<file path="src/rtl/hmhf_pkg.sv">
`default_nettype none

package hmhf_pkg;

    localparam int SAMPLE_WIDTH_DEF = 16;
    localparam int LIMIT_W          = 16;
    localparam int NUM_SAMPLES      = 7;
    localparam int MODE_W           = 2;
    localparam int COUNT_W          = 8;
    localparam int APB_ADDR_W       = 5;
    localparam int APB_DATA_W       = 32;
    localparam int REG_IDX_W        = 3;
    localparam int M_TDATA_W        = 16;

    localparam logic [COUNT_W-1:0] COUNT_MAX = 8'hFF;

    // mode codes
    localparam logic [MODE_W-1:0] MODE_TRACK   = 2'd0;
    localparam logic [MODE_W-1:0] MODE_CONFIRM = 2'd1;
    localparam logic [MODE_W-1:0] MODE_HOLD    = 2'd2;

    // register indexes (byte address = 4 * index)
    localparam logic [REG_IDX_W-1:0] REG_ENTRY_TICKS = 3'd0;
    localparam logic [REG_IDX_W-1:0] REG_COMMAND     = 3'd1;
    localparam logic [REG_IDX_W-1:0] REG_TILT        = 3'd2;
    localparam logic [REG_IDX_W-1:0] REG_RATE        = 3'd3;
    localparam logic [REG_IDX_W-1:0] REG_SPEED       = 3'd4;
    localparam logic [REG_IDX_W-1:0] REG_POSITION    = 3'd5;
    localparam logic [REG_IDX_W-1:0] REG_TORQUE      = 3'd6;

    typedef struct packed {
        logic [COUNT_W-1:0]    entry_ticks;
        logic [APB_DATA_W-1:0] command_limits;
        logic [APB_DATA_W-1:0] tilt_limits;
        logic [APB_DATA_W-1:0] rate_limits;
        logic [APB_DATA_W-1:0] speed_limits;
        logic [APB_DATA_W-1:0] position_limits;
        logic [APB_DATA_W-1:0] torque_limits;
    } cfg_t;

    typedef struct packed {
        logic may_enter;
        logic must_exit;
    } verdict_t;

    typedef struct packed {
        logic [MODE_W-1:0]  mode;
        logic               just_entered;
        logic [COUNT_W-1:0] confirm_level;
    } result_t;

endpackage

`default_nettype wire

</file>
<file path="src/rtl/hmhf_cfg.sv">
`default_nettype none

module hmhf_cfg (
    input  wire logic                                aclk,
    input  wire logic                                aresetn,
    input  wire logic                                psel,
    input  wire logic                                penable,
    input  wire logic                                pwrite,
    input  wire logic [hmhf_pkg::APB_ADDR_W-1:0]     paddr,
    input  wire logic [hmhf_pkg::APB_DATA_W-1:0]     pwdata,
    output logic      [hmhf_pkg::APB_DATA_W-1:0]     prdata,
    output logic                                     pready,
    output hmhf_pkg::cfg_t                           cfg
);

    hmhf_pkg::cfg_t                  cfg_reg;
    logic [hmhf_pkg::REG_IDX_W-1:0]  reg_idx;
    logic                            wr_en;

    assign pready  = 1'b1;
    assign reg_idx = paddr[hmhf_pkg::APB_ADDR_W-1:2];
    assign wr_en   = psel && penable && pwrite && pready;
    assign cfg     = cfg_reg;

    always_ff @(posedge aclk) begin
        if (!aresetn) begin
            cfg_reg <= '0;
        end else if (wr_en) begin
            unique case (reg_idx)
                hmhf_pkg::REG_ENTRY_TICKS: begin
                    cfg_reg.entry_ticks <= pwdata[hmhf_pkg::COUNT_W-1:0];
                end
                hmhf_pkg::REG_COMMAND:  cfg_reg.command_limits  <= pwdata;
                hmhf_pkg::REG_TILT:     cfg_reg.tilt_limits     <= pwdata;
                hmhf_pkg::REG_RATE:     cfg_reg.rate_limits     <= pwdata;
                hmhf_pkg::REG_SPEED:    cfg_reg.speed_limits    <= pwdata;
                hmhf_pkg::REG_POSITION: cfg_reg.position_limits <= pwdata;
                hmhf_pkg::REG_TORQUE:   cfg_reg.torque_limits   <= pwdata;
                default: ;
            endcase
        end
    end

    always_comb begin
        unique case (reg_idx)
            hmhf_pkg::REG_ENTRY_TICKS: prdata = hmhf_pkg::APB_DATA_W'(cfg_reg.entry_ticks);
            hmhf_pkg::REG_COMMAND:     prdata = cfg_reg.command_limits;
            hmhf_pkg::REG_TILT:        prdata = cfg_reg.tilt_limits;
            hmhf_pkg::REG_RATE:        prdata = cfg_reg.rate_limits;
            hmhf_pkg::REG_SPEED:       prdata = cfg_reg.speed_limits;
            hmhf_pkg::REG_POSITION:    prdata = cfg_reg.position_limits;
            hmhf_pkg::REG_TORQUE:      prdata = cfg_reg.torque_limits;
            default:                   prdata = '0;
        endcase
    end

endmodule

`default_nettype wire

</file>
<file path="src/rtl/hmhf_chk.sv">
`default_nettype none

module hmhf_chk #(
    parameter int SAMPLE_WIDTH = hmhf_pkg::SAMPLE_WIDTH_DEF
) (
    input  wire logic                                               allow,
    input  wire logic [hmhf_pkg::NUM_SAMPLES-1:0][SAMPLE_WIDTH-1:0] samples,
    input  wire hmhf_pkg::cfg_t                                     cfg,
    output hmhf_pkg::verdict_t                                      verdict
);

    localparam int CMP_W = (SAMPLE_WIDTH > hmhf_pkg::LIMIT_W) ? SAMPLE_WIDTH
                                                               : hmhf_pkg::LIMIT_W;
    localparam int LW    = hmhf_pkg::LIMIT_W;

    localparam int S_SPEED = 0;
    localparam int S_TURN  = 1;
    localparam int S_TILT  = 2;
    localparam int S_RATE  = 3;
    localparam int S_VEL   = 4;
    localparam int S_POS   = 5;
    localparam int S_TORQ  = 6;

    logic [CMP_W-1:0] mag [hmhf_pkg::NUM_SAMPLES];

    // exact magnitude: the most negative sample maps to 2^(SAMPLE_WIDTH-1)
    for (genvar g = 0; g < hmhf_pkg::NUM_SAMPLES; g++) begin : g_mag
        logic [SAMPLE_WIDTH-1:0] neg_w;
        assign neg_w  = ~samples[g] + 1'b1;
        assign mag[g] = CMP_W'(samples[g][SAMPLE_WIDTH-1] ? neg_w : samples[g]);
    end

    logic [CMP_W-1:0] speed_thr, turn_thr;
    logic [CMP_W-1:0] tilt_in, tilt_out, rate_in, rate_out, vel_in, vel_out;
    logic [CMP_W-1:0] pos_in, pos_out, torq_in, torq_out;
    logic             pos_on, torq_on, cmd_busy;

    assign speed_thr = CMP_W'(cfg.command_limits[LW-1:0]);
    assign turn_thr  = CMP_W'(cfg.command_limits[2*LW-1:LW]);
    assign tilt_in   = CMP_W'(cfg.tilt_limits[LW-1:0]);
    assign tilt_out  = CMP_W'(cfg.tilt_limits[2*LW-1:LW]);
    assign rate_in   = CMP_W'(cfg.rate_limits[LW-1:0]);
    assign rate_out  = CMP_W'(cfg.rate_limits[2*LW-1:LW]);
    assign vel_in    = CMP_W'(cfg.speed_limits[LW-1:0]);
    assign vel_out   = CMP_W'(cfg.speed_limits[2*LW-1:LW]);
    assign pos_in    = CMP_W'(cfg.position_limits[LW-1:0]);
    assign pos_out   = CMP_W'(cfg.position_limits[2*LW-1:LW]);
    assign torq_in   = CMP_W'(cfg.torque_limits[LW-1:0]);
    assign torq_out  = CMP_W'(cfg.torque_limits[2*LW-1:LW]);

    // a zero enter threshold switches the position or torque check off
    assign pos_on  = |cfg.position_limits[LW-1:0];
    assign torq_on = |cfg.torque_limits[LW-1:0];

    assign cmd_busy = (mag[S_SPEED] >= speed_thr) || (mag[S_TURN] >= turn_thr);

    assign verdict.may_enter = allow && !cmd_busy
                            && (mag[S_TILT] < tilt_in)
                            && (mag[S_RATE] < rate_in)
                            && (mag[S_VEL]  < vel_in)
                            && (!pos_on  || (mag[S_POS]  < pos_in))
                            && (!torq_on || (mag[S_TORQ] < torq_in));

    assign verdict.must_exit = !allow || cmd_busy
                            || (mag[S_TILT] > tilt_out)
                            || (mag[S_RATE] > rate_out)
                            || (mag[S_VEL]  > vel_out)
                            || (pos_on  && (mag[S_POS]  > pos_out))
                            || (torq_on && (mag[S_TORQ] > torq_out));

endmodule

`default_nettype wire

</file>
<file path="src/rtl/hmhf_fsm.sv">
`default_nettype none

module hmhf_fsm (
    input  wire logic                          aclk,
    input  wire logic                          aresetn,
    input  wire logic                          step,
    input  wire logic [hmhf_pkg::COUNT_W-1:0]  entry_ticks,
    input  wire hmhf_pkg::verdict_t            verdict,
    output hmhf_pkg::result_t                  res
);

    logic [hmhf_pkg::MODE_W-1:0]  mode_reg, mode_next;
    logic [hmhf_pkg::COUNT_W-1:0] count_reg, count_next;
    logic [hmhf_pkg::COUNT_W-1:0] count_up, count_down;
    logic                         entered;

    assign count_up   = (count_reg == hmhf_pkg::COUNT_MAX) ? count_reg : count_reg + 1'b1;
    assign count_down = (count_reg == '0) ? count_reg : count_reg - 1'b1;

    always_comb begin
        mode_next  = mode_reg;
        count_next = count_reg;
        entered    = 1'b0;
        if (entry_ticks == '0) begin
            mode_next  = hmhf_pkg::MODE_TRACK;
            count_next = '0;
        end else if (mode_reg == hmhf_pkg::MODE_HOLD) begin
            if (verdict.must_exit) begin
                mode_next  = hmhf_pkg::MODE_TRACK;
                count_next = count_down;
            end
        end else if (verdict.may_enter) begin
            count_next = count_up;
            if (count_up >= entry_ticks) begin
                mode_next = hmhf_pkg::MODE_HOLD;
                entered   = 1'b1;
            end else begin
                mode_next = hmhf_pkg::MODE_CONFIRM;
            end
        end else begin
            mode_next  = hmhf_pkg::MODE_TRACK;
            count_next = count_down;
        end
    end

    always_ff @(posedge aclk) begin
        if (!aresetn) begin
            mode_reg  <= hmhf_pkg::MODE_TRACK;
            count_reg <= '0;
        end else if (step) begin
            mode_reg  <= mode_next;
            count_reg <= count_next;
        end
    end

    assign res.mode          = mode_next;
    assign res.just_entered  = entered;
    assign res.confirm_level = count_next;

    a_disable_clears: assert property (@(posedge aclk) disable iff (!aresetn)
        step && (entry_ticks == '0) |=> (mode_reg == hmhf_pkg::MODE_TRACK) && (count_reg == '0))
        else $error("disabled tick left mode or count set");

    a_count_step: assert property (@(posedge aclk) disable iff (!aresetn)
        step && (entry_ticks != '0) |=>
            (count_reg == $past(count_reg)) || (count_reg == $past(count_reg) + 8'd1)
            || (count_reg == $past(count_reg) - 8'd1))
        else $error("confirm count moved by more than one");

    a_idle_holds: assert property (@(posedge aclk) disable iff (!aresetn)
        !step |=> $stable(mode_reg) && $stable(count_reg))
        else $error("state changed without an item");

    a_hold_stays: assert property (@(posedge aclk) disable iff (!aresetn)
        step && (entry_ticks != '0) && (mode_reg == hmhf_pkg::MODE_HOLD)
            && !verdict.must_exit |=> (mode_reg == hmhf_pkg::MODE_HOLD))
        else $error("hold left without an exit condition");

    a_enter_counts: assert property (@(posedge aclk) disable iff (!aresetn)
        step && entered |=> (count_reg >= $past(entry_ticks)))
        else $error("hold entered below the confirm threshold");

endmodule

`default_nettype wire

</file>
<file path="src/rtl/hold_mode_hysteresis_fsm.sv">
`default_nettype none
// Channel  Dir  Handshake        Payload
// s_       in   s_tvalid/tready  s_tdata: allow, 7 signed samples
// m_       out  m_tvalid/tready  m_tdata: mode, just_entered, confirm_level
// cfg      in   APB write/read   7 registers at byte address 4*i
//
// One item per cycle unless m_ stalls; items go from the input register to the
// result register on m_. Stage one is the input register, stage two the compares,
// mode/count update and result register; the mode and count state closes its loop
// in stage two. aresetn is synchronous, active low: mode to track, count and
// registers to 0. A stalled m_ side holds the result register; s_tready drops only
// while both stages are full and m_tready is low.
module hold_mode_hysteresis_fsm #(
    parameter int SAMPLE_WIDTH = hmhf_pkg::SAMPLE_WIDTH_DEF,
    localparam int S_TDATA_W = ((1 + hmhf_pkg::NUM_SAMPLES * SAMPLE_WIDTH + 7) / 8) * 8
) (
    input  wire logic                                aclk,
    input  wire logic                                aresetn,
    input  wire logic                                s_tvalid,
    output logic                                     s_tready,
    // lsb up: allow, speed_command, turn_command, tilt_error, tilt_rate,
    // velocity, position_error, half_torque, zero fill
    input  wire logic [S_TDATA_W-1:0]                s_tdata,
    output logic                                     m_tvalid,
    input  wire logic                                m_tready,
    // lsb up: mode[1:0], just_entered, confirm_level[7:0], zero fill
    output logic      [hmhf_pkg::M_TDATA_W-1:0]      m_tdata,
    input  wire logic                                psel,
    input  wire logic                                penable,
    input  wire logic                                pwrite,
    input  wire logic [hmhf_pkg::APB_ADDR_W-1:0]     paddr,
    input  wire logic [hmhf_pkg::APB_DATA_W-1:0]     pwdata,
    output logic      [hmhf_pkg::APB_DATA_W-1:0]     prdata,
    output logic                                     pready
);

    hmhf_pkg::cfg_t     cfg;
    hmhf_pkg::verdict_t verdict;
    hmhf_pkg::result_t  res, out_res_reg;

    logic                                               in_valid_reg;
    logic                                               in_allow_reg;
    logic [hmhf_pkg::NUM_SAMPLES-1:0][SAMPLE_WIDTH-1:0] in_smp_reg, in_smp;
    logic                                               out_valid_reg;
    logic                                               advance;

    hmhf_cfg u_cfg (
        .aclk    (aclk),
        .aresetn (aresetn),
        .psel    (psel),
        .penable (penable),
        .pwrite  (pwrite),
        .paddr   (paddr),
        .pwdata  (pwdata),
        .prdata  (prdata),
        .pready  (pready),
        .cfg     (cfg)
    );

    for (genvar g = 0; g < hmhf_pkg::NUM_SAMPLES; g++) begin : g_unpack
        assign in_smp[g] = s_tdata[1 + g*SAMPLE_WIDTH +: SAMPLE_WIDTH];
    end

    // stage two moves when the result register is free or being emptied
    assign advance  = in_valid_reg && (!out_valid_reg || m_tready);
    assign s_tready = !in_valid_reg || advance;

    always_ff @(posedge aclk) begin
        if (!aresetn) begin
            in_valid_reg <= 1'b0;
        end else if (s_tready) begin
            in_valid_reg <= s_tvalid;
        end
    end

    always_ff @(posedge aclk) begin
        if (s_tvalid && s_tready) begin
            in_allow_reg <= s_tdata[0];
            in_smp_reg   <= in_smp;
        end
    end

    hmhf_chk #(
        .SAMPLE_WIDTH (SAMPLE_WIDTH)
    ) u_chk (
        .allow   (in_allow_reg),
        .samples (in_smp_reg),
        .cfg     (cfg),
        .verdict (verdict)
    );

    hmhf_fsm u_fsm (
        .aclk        (aclk),
        .aresetn     (aresetn),
        .step        (advance),
        .entry_ticks (cfg.entry_ticks),
        .verdict     (verdict),
        .res         (res)
    );

    always_ff @(posedge aclk) begin
        if (!aresetn) begin
            out_valid_reg <= 1'b0;
        end else if (advance) begin
            out_valid_reg <= 1'b1;
        end else if (m_tready) begin
            out_valid_reg <= 1'b0;
        end
    end

    always_ff @(posedge aclk) begin
        if (advance) begin
            out_res_reg <= res;
        end
    end

    assign m_tvalid = out_valid_reg;
    assign m_tdata  = hmhf_pkg::M_TDATA_W'({out_res_reg.confirm_level,
                                             out_res_reg.just_entered,
                                             out_res_reg.mode});

endmodule

`default_nettype wire

</file>
<file path="config.mk">
export PLATFORM = sky130hd
export DESIGN_NAME = hold_mode_hysteresis_fsm
export DESIGN_NICKNAME = d
export VERILOG_FILES = /design/src/rtl/hmhf_pkg.sv /design/src/rtl/hmhf_cfg.sv /design/src/rtl/hmhf_chk.sv /design/src/rtl/hmhf_fsm.sv /design/src/rtl/hold_mode_hysteresis_fsm.sv
export SDC_FILE = /design/constraint.sdc
export NUM_CORES = 1
export LEC_CHECK = 0
export ABC_AREA = 1
export BUFFER_PORTS_ARGS = -buffer_cell sky130_fd_sc_hd__clkbuf_2
export CORE_UTILIZATION = 45
export DETAILED_ROUTE_END_ITERATION = 10
export PLACE_DENSITY = 0.65
export SLEW_MARGIN = 20
export SYNTH_ARGS = -nofsm -noshare
export SYNTH_HDL_FRONTEND = slang
export SYNTH_HIERARCHICAL = 1
export SYNTH_SLANG_ARGS = --single-unit
</file>
<file path="constraint.sdc">
create_clock -name aclk -period 4.6 [get_ports aclk]
set_clock_uncertainty 0.1 [all_clocks]
set_input_delay 1.38 -clock aclk [delete_from_list [all_inputs] [get_ports aclk]]
set_output_delay 1.38 -clock aclk [all_outputs]
set_load 0.01 [all_outputs]
</file>
-- After elaboration in Yosys (flattened, before gate mapping)
Cells that the tools add are included.
W data, S select, Z words.
- add/sub/neg operators: 9
- magnitude comparators: 13
- equality and inequality tests: 8
- muxes and demuxes: 22
- bitwise gates (word level): 8
- reduce and logical (&&, ||, !) cells: 43
- operator list (cell ; count):
    $pmux W32 S7 ; 1
    $add A16 B1 Y16 const B ; 7
    $mux W16 ; 7
    $not A16 Y16 ; 7
    $gt A16 B16 Y1 ; 5
    $lt A16 B16 Y1 ; 5
    $mux W8 ; 6
    $ge A16 B16 Y1 ; 2
    $reduce_or A16 Y1 ; 2
    $logic_not A8 Y1 ; 2
    $reduce_and A2 Y1 ; 7
    $logic_and A1 B1 Y1 ; 12
    $logic_or A1 B1 Y1 ; 11
    $mux W2 ; 5
    $eq A3 B3 Y1 const B ; 3
    $add A8 B1 Y8 const B ; 1
    $eq A8 B8 Y1 const B ; 1
    $ge A8 B8 Y1 ; 1
    $sub A8 B1 Y8 const B ; 1
    $eq A3 B2 Y1 const B ; 2
    $logic_not A1 Y1 ; 6
    $eq A3 B1 Y1 const B ; 1
    $logic_not A3 Y1 ; 1
    $mux W1 ; 3
    other kinds (4) ; 4
- flip-flop bits (word level): 336
- bits of input ports: 164
- output and inout bits: 51
- logic and storage cells: 125

-- Longest topological paths before layout
- depth after elaboration: 15
- depth in mapped cells: 30
- gate-level depth less buffers: 30

-- Hierarchy
The synthesis kept the hierarchy.
- by module, submodules not included (module ; times used ; cells each ; area an instance (µm²) ; seq. area each (µm²)):
    hmhf_cfg ; 1 ; 1575 ; 9753.1 ; 4003.8
    hmhf_chk ; 1 ; 1234 ; 7293.2 ; 0.0
    hold_mode_hysteresis_fsm ; 1 ; 143 ; 3860.0 ; 3763.6
    hmhf_fsm ; 1 ; 227 ; 1340.0 ; 200.2

-- Least setup slack after synthesis
OpenSTA, ideal clock, no wires.
- path type: in2reg
- start: input port m_tready
- end: register in_allow_reg (enable)
- arrival: 3.778 ns
- data required time: 4.034 ns
- setup slack: 0.255 ns
- stages: 4
- buffers on the path: 0
- cell sequence: inv_1 -> nand3_2 -> nand2_1 -> inv_1
- cells in the longest elaborated chain, start to end: 4
- ends and longest elaborated chain (element ; RTL line ; source):
    start, declared ; hold_mode_hysteresis_fsm.sv:25 ; input wire logic m_tready,
    $logic_or A1 B1 Y1 ; hold_mode_hysteresis_fsm.sv:65 ; assign advance = in_valid_reg && (!out_valid_reg || m_tready);
    $logic_and A1 B1 Y1 ; hold_mode_hysteresis_fsm.sv:65 ;
    $logic_or A1 B1 Y1 ; hold_mode_hysteresis_fsm.sv:66 ; assign s_tready = !in_valid_reg || advance;
    net s_tready ; hold_mode_hysteresis_fsm.sv:20 ; output logic s_tready,
    $logic_and A1 B1 Y1 ; hold_mode_hysteresis_fsm.sv:77 ; if (s_tvalid && s_tready) begin
    end signal, assigned ; hold_mode_hysteresis_fsm.sv:78 ; in_allow_reg <= s_tdata[0];
    end, declared ; hold_mode_hysteresis_fsm.sv:42 ; logic in_allow_reg;
The timed path passes the listed nets, and every way through them passes these cells.
A chain may end at the register's enable or synchronous reset.

-- Final worst setup path
- start: input port paddr[3] (netlist name)
- end: output port prdata[14] (netlist name)
- cells in the longest elaborated chain, start to end: 2
- ends and longest elaborated chain (element ; RTL line ; source):
    start, declared ; hold_mode_hysteresis_fsm.sv:31 ; input wire logic [hmhf_pkg::APB_ADDR_W-1:0] paddr,
    $eq A3 B3 Y1, or another cell as far along ; hmhf_cfg.sv:45 ; unique case (reg_idx)
    $pmux W32 S7 * ; hmhf_cfg.sv:45 ;
    end, declared ; hold_mode_hysteresis_fsm.sv:33 ; output logic [hmhf_pkg::APB_DATA_W-1:0] prdata,
Mark *: on every way between the ends. The rest lies on a longest branch, timed or not.

==> reports/metrics.cfg <==
[timing]
setup_viol=0
tightestPinTransition_ns=0.797
postLayoutSetupSlackWorst_ns=0.300
timing.final.crit_period_ns=4.30
part_of_the_cycle_the_worst_path_needs=0.935
fmax_mhz=233
final_max_slew_viol_count=0
tns_ns=0
grt_setup_unrepaired=false
slew_headroom=0.469
finalHoldViolations=0

[setup_path]
critPathTopFamily=buffers and inverters
timing.setup.critical_path_class=in2out
timing.critical_path.mode_cell=sky130_fd_sc_hd__nand2_1
reg2reg_depth=29
critical-path-slowest-cell=sky130_fd_sc_hd__clkbuf_2
cp-end-kind=output port
startpoint_type=primary input
cp_data_arrival_time_ns=2.82
timing.critical_path.fanout_max=56
critical_path_required_ns=3.12
crit_path_max_incr_delay_ns=0.26
critical_path.n_buffers_inverters=5
worstSetupPathDepth=10
worstPathCellList=clkbuf_2 -> inv_4 -> nand2_1 -> nor2_4 -> buf_12 -> nand2_1 -> nand2_1 -> inv_1 -> nand2_1 -> clkbuf_2

[route]
dr_total_vias=20600
drc=0
routed_wire_length_per_instance_um=16.9
viasPerCell=5.11
drt_pass_1_iters=6
detail-route-antenna-nets=0
routed_wire_length_um=68200
first_iter_violations=1980

[global_route]
global_route_wire_length_before_repair_um=106000
grt_start_max_net_pins=114
grt_overflow=0
antenna_violations_before_repair=1
global_route.usage.total=0.273
number_of_global_route_vias_before_repair=18900

[clock_network]
postCtsResizedCells=0
cts_root_buf=sky130_fd_sc_hd__clkbuf_16
cts-buffers-inserted=42
clock_sinks=336
cts-hold-fix-buffers=0
post_cts_buffers=0
tritoncts=yes
clock_latency_ns=0.58
clock_transition_at_the_registers_of_the_reported_paths_ns=0.05
cts_max_level=2
clock_path_buffers=3

[die]
floorplan.rows=81
die_x_um=224
floorplan.die_area_um2=50300
top_level_ports=215
y_dimension_of_the_die_um=224
core_um2=48800
starting_density_of_the_core=0.455

[synth]
seq_area_frac_synth=0.358
ys_async_sr_fraction=0
ys_top_cells_by_area=sky130_fd_sc_hd__dfxtp_1, sky130_fd_sc_hd__edfxtp_1, sky130_fd_sc_hd__nand2_1
post_synth_most_frequent_cells=sky130_fd_sc_hd__nand2_1, sky130_fd_sc_hd__nor2_1, sky130_fd_sc_hd__inv_1
number_of_enable_type_register_cells_in_the_synthesized_netlist=124
primary_ff_master_synth=sky130_fd_sc_hd__dfxtp_1
post_synth_inst_count=3179
cell_area_synth_um2=22200
yosysTopAreaCell=sky130_fd_sc_hd__dfxtp_1
ys_types=50
synthesis_warning_total=6
yosysTopAreaCellShare=0.191
synth_seq_cells=336
synthMostInstantiatedCell=sky130_fd_sc_hd__nand2_1
syn_avg_cell_area_um2=7.00

[run]
max-cap-violations=0

[power]
power.static_leakage_nw=11.6
power_w=0.00790
total_power_divided_by_cell_area_nw_per_um2=313
worst_ir_drop_vdd_v=0.000323

[place]
dp_slack_ns=0.275
placement.io_buffers=199
numPlacedInstances=3954
finalWeightedCongestion=0.973
detailedPlacementHpwl_um=51500

[worst_hold_path]
worstHoldPathType=reg2reg
whs_path_depth=2

[layout]
instances_no_fill=4031
register_area_um2=7970
finalNetCount=3703
num_antenna_cells=0
syn2layout_area_growth_pct=13.6
max_reg_flops=200
drive_above_1_share=0.116
area_taken_by_multi_input_logic_gates_um2=12000
postLayoutCoreUtil=0.517
fillCellCount=4902

[run_status]
status=finished clean

[through the flow]
step	instance area [um2]	hold WS, ns
6_report	25300	0.398
5_1_grt	25300	0.416
4_1_cts	25300	0.401
3_5_place_dp	23800	0.393
3_3_place_gp	23800	0.390
2_1_floorplan	22300	0.361
[power breakdown]
part	internal (W)	switching [W]
clock	0.00202	0.00134
combinational	0.000456	0.000799
sequential	0.00319	0.0000861
[final cells by class]
| type | instances | share of cell area |
|---|---|---|
| timing repair buffer | 239 | 0.0566 |
| multi-input combinational | 2294 | 0.477 |
| clock buffer | 66 | 0.0521 |
| clock inverter | 11 | 0.00371 |
| tap | 664 | 0.0329 |
| inverter | 421 | 0.0627 |
| sequential | 336 | 0.315 |
[tightest hold or removal path, stage by stage (launching register included)]
cell	delay (ns)
sky130_fd_sc_hd__dfxtp_1	0.32
sky130_fd_sc_hd__nor2_1	0.10
sky130_fd_sc_hd__nor2_1	0.05
[logic make-up after synthesis]
logic type,after synthesis,synth area share
flops,336,0.358
buf+inv,553,0.103
xor+xnor,94,0.0370
other cells,2,0.000338
fa+ha+maj,205,0.115
simple gates,1817,0.345
compound gates,172,0.0414
[cell usage in the layout (no fill, tap or decap), types with 3 or more instances in the layout]
cell type                     n
sky130_fd_sc_hd__nand3b_1     3
sky130_fd_sc_hd__nand3_2      8
sky130_fd_sc_hd__nand4_1     97
sky130_fd_sc_hd__o21ai_0     46
sky130_fd_sc_hd__clkbuf_8     9
sky130_fd_sc_hd__a21oi_2      4
sky130_fd_sc_hd__o31ai_1      3
sky130_fd_sc_hd__xor2_1      70
sky130_fd_sc_hd__clkbuf_2   197
sky130_fd_sc_hd__clkbuf_16   46
sky130_fd_sc_hd__inv_2       21
sky130_fd_sc_hd__conb_1       6
sky130_fd_sc_hd__nor3_2      10
sky130_fd_sc_hd__xnor2_1     24
sky130_fd_sc_hd__nand2_1    843
sky130_fd_sc_hd__ha_1       205
sky130_fd_sc_hd__dfxtp_1    212
sky130_fd_sc_hd__nor4_1       9
sky130_fd_sc_hd__nor2_2      14
sky130_fd_sc_hd__nor2_4       9
sky130_fd_sc_hd__clkinv_2     3
sky130_fd_sc_hd__clkinv_1     3
sky130_fd_sc_hd__edfxtp_1   124
sky130_fd_sc_hd__nor3_1      14
sky130_fd_sc_hd__or2_2        3
sky130_fd_sc_hd__nand2_2      7
sky130_fd_sc_hd__o21a_1       4
sky130_fd_sc_hd__buf_4       31
sky130_fd_sc_hd__nor4_2       3
sky130_fd_sc_hd__nand3_1    224
sky130_fd_sc_hd__buf_12      10
sky130_fd_sc_hd__clkbuf_1    11
sky130_fd_sc_hd__o21ai_1     10
sky130_fd_sc_hd__a21oi_1     93
sky130_fd_sc_hd__inv_1      397
sky130_fd_sc_hd__nor2_1     567
[final timing paths]
| kind | start | endpoint | slack, ns |
|---|---|---|---|
| max reg2reg | in_smp_reg[48]$_DFFE_PP_ | u_fsm/count_reg[0]$_SDFFE_PN0P_ | 0.37 |
| min reg2reg | u_cfg/cfg[156]$_SDFFE_PN0P_ | u_cfg/cfg[156]$_SDFFE_PN0P_ | 0.40 |
| min | u_cfg/cfg[156]$_SDFFE_PN0P_ | u_cfg/cfg[156]$_SDFFE_PN0P_ | 0.40 |
| max | paddr[3] | prdata[14] | 0.30 |
[metal layers]
layer,vias up,wire length [um],global-route usage
met3,129,5480,0.0485
met4,2,2570,0.104
li1,10400,-,-
met2,726,29900,0.428
met1,9345,30200,0.372
met5,-,13,0
Power figures use the tool's default switching activity.
